$ cat src/rtl/sia_pkg.sv
`default_nettype none
// ----------------------------------------------------------------------------
// sia_pkg
// Shared types and constants for the shuffled image add-and-clip block.
// ----------------------------------------------------------------------------
package sia_pkg;

   localparam int KIND_W     = 2;
   localparam int FIRST_W    = 8;
   localparam int SECOND_W   = 16;
   localparam int RAND_W     = 31;
   localparam int CNT_W      = 17;
   localparam int STORE_AW   = 16;
   localparam int STORE_DEPTH = 65536;
   localparam int CSR_IDX_W  = 1;
   localparam int CSR_DATA_W = 9;

   localparam logic [KIND_W-1:0] KIND_LOAD    = 2'd0;
   localparam logic [KIND_W-1:0] KIND_SHUFFLE = 2'd1;
   localparam logic [KIND_W-1:0] KIND_PIXEL   = 2'd2;

   localparam logic [CSR_IDX_W-1:0] CSR_ROW_COUNT = 1'd0;
   localparam logic [CSR_IDX_W-1:0] CSR_COL_COUNT = 1'd1;

   localparam logic [FIRST_W-1:0] PIXEL_MAX = 8'd255;
   localparam logic [CNT_W-1:0]   CNT_MAX   = '1;

   typedef struct packed {
      logic [KIND_W-1:0]          kind;
      logic [FIRST_W-1:0]         first_pixel;
      logic signed [SECOND_W-1:0] second_pixel;
      logic [RAND_W-1:0]          random_word;
   } sia_req_type;

   typedef struct packed {
      logic [FIRST_W-1:0] out_pixel;
      logic               clipped_low;
      logic               clipped_high;
      logic [CNT_W-1:0]   low_clip_total;
      logic [CNT_W-1:0]   high_clip_total;
      logic               frame_end;
   } sia_rsp_type;

   typedef struct packed {
      logic              start;
      logic [RAND_W-1:0] dividend;
   } sia_div_req_type;

endpackage
`default_nettype wire

$ cat src/rtl/sia_rem_unit.sv
`default_nettype none
// ----------------------------------------------------------------------------
// sia_rem_unit
// Bit-serial restoring remainder unit: one dividend bit per cycle.
// ----------------------------------------------------------------------------
module sia_rem_unit #(
   parameter int DIVISOR_W = 9
) (
   input  wire logic                         clock,
   input  wire logic                         reset,
   input  wire sia_pkg::sia_div_req_type     div_req,
   input  wire logic [DIVISOR_W-1:0]         divisor,
   output logic                              done,
   output logic [DIVISOR_W-1:0]              remainder
);

   localparam int STEP_W = $clog2(sia_pkg::RAND_W);

   logic                       busy_ff;
   logic                       done_ff;
   logic [STEP_W-1:0]          step_ff;
   logic [sia_pkg::RAND_W-1:0] num_ff;
   logic [DIVISOR_W-1:0]       rem_ff;
   logic [DIVISOR_W-1:0]       den_ff;
   logic [DIVISOR_W:0]         trial;
   logic [DIVISOR_W-1:0]       rem_in;

   // The partial remainder stays below the divisor, so the trial value is
   // below twice the divisor and one subtraction restores it.
   always_comb begin
      trial = {rem_ff, num_ff[sia_pkg::RAND_W-1]};
      if (trial >= {1'b0, den_ff}) begin
         rem_in = DIVISOR_W'(trial - {1'b0, den_ff});
      end else begin
         rem_in = DIVISOR_W'(trial);
      end
   end

   always_ff @(posedge clock) begin
      if (reset) begin
         busy_ff <= 1'b0;
         done_ff <= 1'b0;
      end else begin
         done_ff <= 1'b0;
         if (div_req.start) begin
            busy_ff <= 1'b1;
         end else if (busy_ff && step_ff == '0) begin
            busy_ff <= 1'b0;
            done_ff <= 1'b1;
         end
      end
   end

   always_ff @(posedge clock) begin
      if (div_req.start) begin
         num_ff  <= div_req.dividend;
         rem_ff  <= '0;
         den_ff  <= divisor;
         step_ff <= STEP_W'(sia_pkg::RAND_W - 1);
      end else if (busy_ff) begin
         num_ff  <= {num_ff[sia_pkg::RAND_W-2:0], 1'b0};
         rem_ff  <= rem_in;
         step_ff <= step_ff - 1'b1;
      end
   end

   assign done      = done_ff;
   assign remainder = rem_ff;

endmodule
`default_nettype wire

$ cat config.mk
export PLATFORM = sky130hd
export DESIGN_NAME = sia_rem_unit
export DESIGN_NICKNAME = d
export VERILOG_FILES = /design/src/rtl/sia_pkg.sv /design/src/rtl/sia_rem_unit.sv
export SDC_FILE = /design/constraint.sdc
export NUM_CORES = 1
export LEC_CHECK = 0
export BUFFER_PORTS_ARGS = -buffer_cell sky130_fd_sc_hd__buf_2
export CELL_PAD_IN_SITES_DETAIL_PLACEMENT = 1
export CELL_PAD_IN_SITES_GLOBAL_PLACEMENT = 2
export CORE_UTILIZATION = 37
export CTS_CLUSTER_SIZE = 14
export DETAILED_ROUTE_END_ITERATION = 10
export PLACE_DENSITY = 0.81
export SYNTH_ARGS = -nofsm -noshare
export SYNTH_HDL_FRONTEND = slang
export SYNTH_SLANG_ARGS = --single-unit
$ cat constraint.sdc
create_clock -name clock -period 2.5 [get_ports clock]
set_input_delay 0.5 -clock clock [delete_from_list [all_inputs] [get_ports clock]]
set_output_delay 0.5 -clock clock [all_outputs]
set_load 0.1 [all_outputs]
Word level (Yosys, flattened, before mapping)
Index checks and enable logic that the tools add are counted.

cells by class
  add/subtract/negate cells = 2
  order comparisons = 1
  muxes and demuxes = 6
  reduce and logical (&&, ||, !) cells = 5

operator list
  operator             count
  $mux 31              2
  $ge 10x9->1          1
  $mux 9               1
  $sub 9x9->9          1
  $logic_not 5->1      1
  $sub 5x1->5 const B  1
  $reduce_bool 2->1    2
  $mux 1               3
  $reduce_or 2->1      1
  $logic_and 1x1->1    1

storage, ports and cells
  input bits = 43
  output and inout port bits = 10
  word-level logic and storage cells = 20
  flip-flop bits (word level) = 56

Longest topological paths before layout
  depth in word-level cells = 4
  depth in mapped cells = 10
  mapped depth without buffers = 9

Least setup slack after synthesis
No wires, ideal clock.

  kind = register to register
  start = register rem_ff[6] (netlist: remainder[6])
  end = register rem_ff[1] (netlist: remainder[1])
  path slack = -0.113 ns
  data required time = 2.376 ns
  arrival = 2.489 ns
  clock period less this slack = 2.613 ns
  cell stages (with the launch flop) = 8
  setup time = 0.124 ns
  buffers on the path = 1
  cell sequence = dfxtp_1 -> ha_1 -> a21o_1 -> a211o_1 -> a21oi_4 -> buf_6 -> mux2i_1 -> o21ai_1

on the way
  word-level cells in the longest chain between the ends = 2

RTL lines
  element                 RTL line            source
  from (decl)             sia_rem_unit.sv:23  logic [DIVISOR_W-1:0] rem_ff;
  from (signal assigned)  sia_rem_unit.sv:62  rem_ff <= rem_in;
  $ge 10x9->1             sia_rem_unit.sv:32  if (trial >= {1'b0, den_ff}) begin
  $mux 9                  sia_rem_unit.sv:32

Every way passes these cells.
A chain may end at the register's enable or synchronous reset.

Final worst setup path
  start = register num_ff[30] (netlist bit)
  end = register rem_ff[4] (netlist: remainder[4])

on the way
  word-level cells in the longest chain between the ends = 2
  elaborated cells between the ends (all ways) = 3
  classes of those cells = add/sub (1); order compare (1); mux (1)

RTL lines
  element                                            RTL line                                source
  from (decl)                                        sia_rem_unit.sv:22                      logic [sia_pkg::RAND_W-1:0] num_ff;
  from (signal assigned)                             sia_rem_unit.sv:56                      num_ff <= div_req.dividend;
  from (signal assigned)                             sia_rem_unit.sv:61                      num_ff <= {num_ff[sia_pkg::RAND_W-2:0], 1'b0};
  $sub 9x9->9 / $ge 10x9->1 (equally long branches)  sia_rem_unit.sv:33, sia_rem_unit.sv:32
  $mux 9 *                                           sia_rem_unit.sv:32

Every way passes the cells marked *; elsewhere a longest branch is shown, timed or not.

==> run_results.csv <==
group,metric,value,unit
clock_tree,ctsResizeCount,0,
global_route,grt_usage,15.83,%
place,port_buffers,52,
yosys,synth-main-ff-cell,"edfxtp_1",
timing,finClkSkew,0.007636,ns
global_route,grt_pass1_wl,9066,um
clock_tree,clk_path_buf_depth,2,
setup_path,startpoint,"num_ff[30]",
floorplanning,rows,30,
finish,drive_above_1_share,39.55,%
yosys,yosys_warnings,0,
global_route,grt_pass1_vias,1909,
timing,fin_tns_setup,0,ns
clock_tree,clkTransAtPathRegs,0.10,ns
timing,final-max-slew-violation-count,0,
yosys,synth_seq_area_share,56.01,%
timing,maxSlewHeadroom,60.74,%
floorplanning,io_pins,53,
clock_tree,clock_sinks,56,
clock_tree,root_buffer,"clkbuf_8",
setup_path,cp_max_fo,10,
yosys,synth_cells,208,
clock_tree,cts_setup_buffers,0,
finish,num-nets-final,322,
setup_path,critPathLaunchType,"flip-flop",
yosys,ys_types,45,
timing,fin_crit,2.305,ns
route,drtIter0Drc,48,
route,routedWlPerCell,15.23,um
run_status,status,"completed",
timing,setup_violations,0,
timing,period_share,92.20,%
worst_hold_path,hold_start,"reset",
power,leakage,1.324,nW
timing,rsz0062_at_grt,"false",
setup_path,worstSetupPathType,"reg -> reg",
yosys,synth_edf_count,40,
finish,syn2layout_area_growth,18.19,%
global_route,antenna_found_initial,0,
setup_path,rr_endpoint,"remainder[4]",
floorplanning,die_x,87.68,um
route,drc,0,
clock_tree,postCtsHoldBufs,0,
timing,max_freq,0.4338,GHz
finish,num_antenna_cells,0,
floorplanning,fp.dieH,87.68,um
floorplanning,core,6944,um2
global_route,grt_max_degree,32,
place,gp_congestion,0.7781,
floorplanning,start_util,39.12,%
setup_path,cp-end-kind,"flip-flop",
route,drtAntennaViolNets,0,
route,wl,5545,um
route,via_count,1835,
clock_tree,h-tree-depth,2,
power,ir_worst_vdd,0.2348,mV
setup_path,cp.arrival,2.53,ns
setup_path,critPathRequiredTime,2.72,ns
yosys,syn_area_per_cell,13.06,um2
route,vias_per_cell,5.041,
finish,layout_common_cells,"buf_2, edfxtp_1, mux2_2, inv_1, dfxtp_1",
power,p_per_area,601.3,nW/um2
route,first_pass_iters,4,
yosys,synth-seq-cells,56,
worst_hold_path,whs_path_depth,2,
worst_hold_path,hold_path.class,"in -> reg",
yosys,async_flop_share,0,%
yosys,synth_nets,263,
setup_path,reg2reg_depth,10,
setup_path,reg2reg_from,"num_ff[30]",
finish,final_common_cell,"buf_2",
clock_tree,cts_tree,"built",
yosys,netlist_area,2716,um2
worst_hold_path,worstHoldEndpoint,"busy_ff",
timing,worst_slew_pin_slew,0.5740,ns
place,hpwl,4219,um
finish,post-route-util,46.23,%
clock_tree,clkLatencyLatePin,0.31,ns
global_route,overflow,0,
timing,final-hold-violation-count,0,
flow_run,maxCapViolCount,0,
power,finalPower,1.931,mW
floorplanning,die_area,7688,um2
clock_tree,numCtsBuffers,5,
setup_path,reg2reg_slack,0.19,ns
timing,whs,0.3458,ns
[final cells by class]
| cell class | count | area (um2) |
|---|---|---|
| clock buffers | 6 | 72.57 |
| clock inverters | 2 | 11.26 |
| fillers | 756 | 3734 |
| inverters | 14 | 52.55 |
| multi-input cells | 131 | 1116 |
| flip-flops and latches | 56 | 1525 |
| well taps | 96 | 120.1 |
| repair buffers | 59 | 312.8 |
[cell families (layout without fill, tap and decap cells)]
| family | Yosys count | count (layout) | synth area share (%) |
|---|---|---|---|
| AOI/OAI and AO/OA | 36 | 36 | 10.46 |
| xor gates and xnor gates | 8 | 8 | 2.580 |
| adders and majority gates | 12 | 12 | 5.804 |
| buffers and inverters | 21 | 81 | 3.178 |
| DFF | 56 | 56 | 56.01 |
| muxes | 35 | 35 | 14.28 |
| and+or+nand+nor | 40 | 40 | 7.693 |
[report_power, final]
group | total, mW | leakage, nW | switching (mW) | internal, mW
sequential | 1.11 | 0.532 | 0.0316 | 1.08
clock | 0.498 | 0.0388 | 0.303 | 0.196
combinational | 0.317 | 0.753 | 0.177 | 0.140
[flip-flops by register name (all words and copies together) (netlist names)]
register and flops:
busy_ff 1, den_ff 9, done 1, num_ff 31, remainder 9, step_ff 5
[stage by stage]
stage          cell area, um2  setup slack (ns)  cells
6_report                 3211            0.1950    364
4_1_cts                  3203            0.1639    364
3_3_place_gp             3119            0.2497    356
3_5_place_dp             3119            0.1771    356
2_1_floorplan            2720           0.05012    208
5_1_grt                  3211           0.02248    364
[synth_stat cells, types with 2 or more instances]
cell type | count | area share, %
a211oi_2 | 2 | 0.92
a21oi_1 | 5 | 0.92
a21oi_2 | 2 | 0.64
a32oi_1 | 4 | 1.3
buf_1 | 3 | 0.41
clkbuf_1 | 3 | 0.41
dfxtp_1 | 16 | 12
edfxtp_1 | 40 | 44
ha_1 | 11 | 5.1
inv_1 | 14 | 1.9
mux2_2 | 30 | 12
mux2i_1 | 5 | 1.8
nand2_1 | 10 | 1.4
nand2b_1 | 6 | 1.4
nand3_1 | 3 | 0.55
nor2_1 | 9 | 1.2
nor2b_1 | 2 | 0.46
nor3_1 | 3 | 0.55
o211ai_1 | 2 | 0.55
o21ai_1 | 6 | 1.1
o31ai_1 | 2 | 0.55
xnor2_1 | 5 | 1.6
xor2_1 | 3 | 0.97
[critical path: stages, from the launching register on]
cell,delay (ns)
edfxtp_1,0.37
inv_1,0.08
ha_1,0.15
inv_1,0.05
fa_1,0.42
a211oi_4,0.30
o211ai_2,0.15
a21oi_4,0.27
buf_4,0.22
nand3_1,0.10
o311ai_1,0.11
[worst max-delay path by stage]
stage,slack (ns),end,cells past startpoint
floorplan,0.05,remainder[1],7
global route,0.02,remainder[4],10
finish,0.19,remainder[4],10
CTS,0.16,remainder[5],10
global placement,0.25,remainder[8],10
detailed placement,0.18,remainder[5],10
[metal layers]
| metal | vias to the layer above | wire length (um) | GRT usage, % |
|---|---|---|---|
| met2 | 51 | 2618 | 26.14 |
| met1 | 879 | 2457 | 18.93 |
| met3 | 9 | 349 | 4.807 |
| li1 | 896 | - | - |
| met5 | - | 0 | 0 |
| met4 | 0 | 120 | 7.601 |
Note: power is estimated with default switching activity, not from simulation.
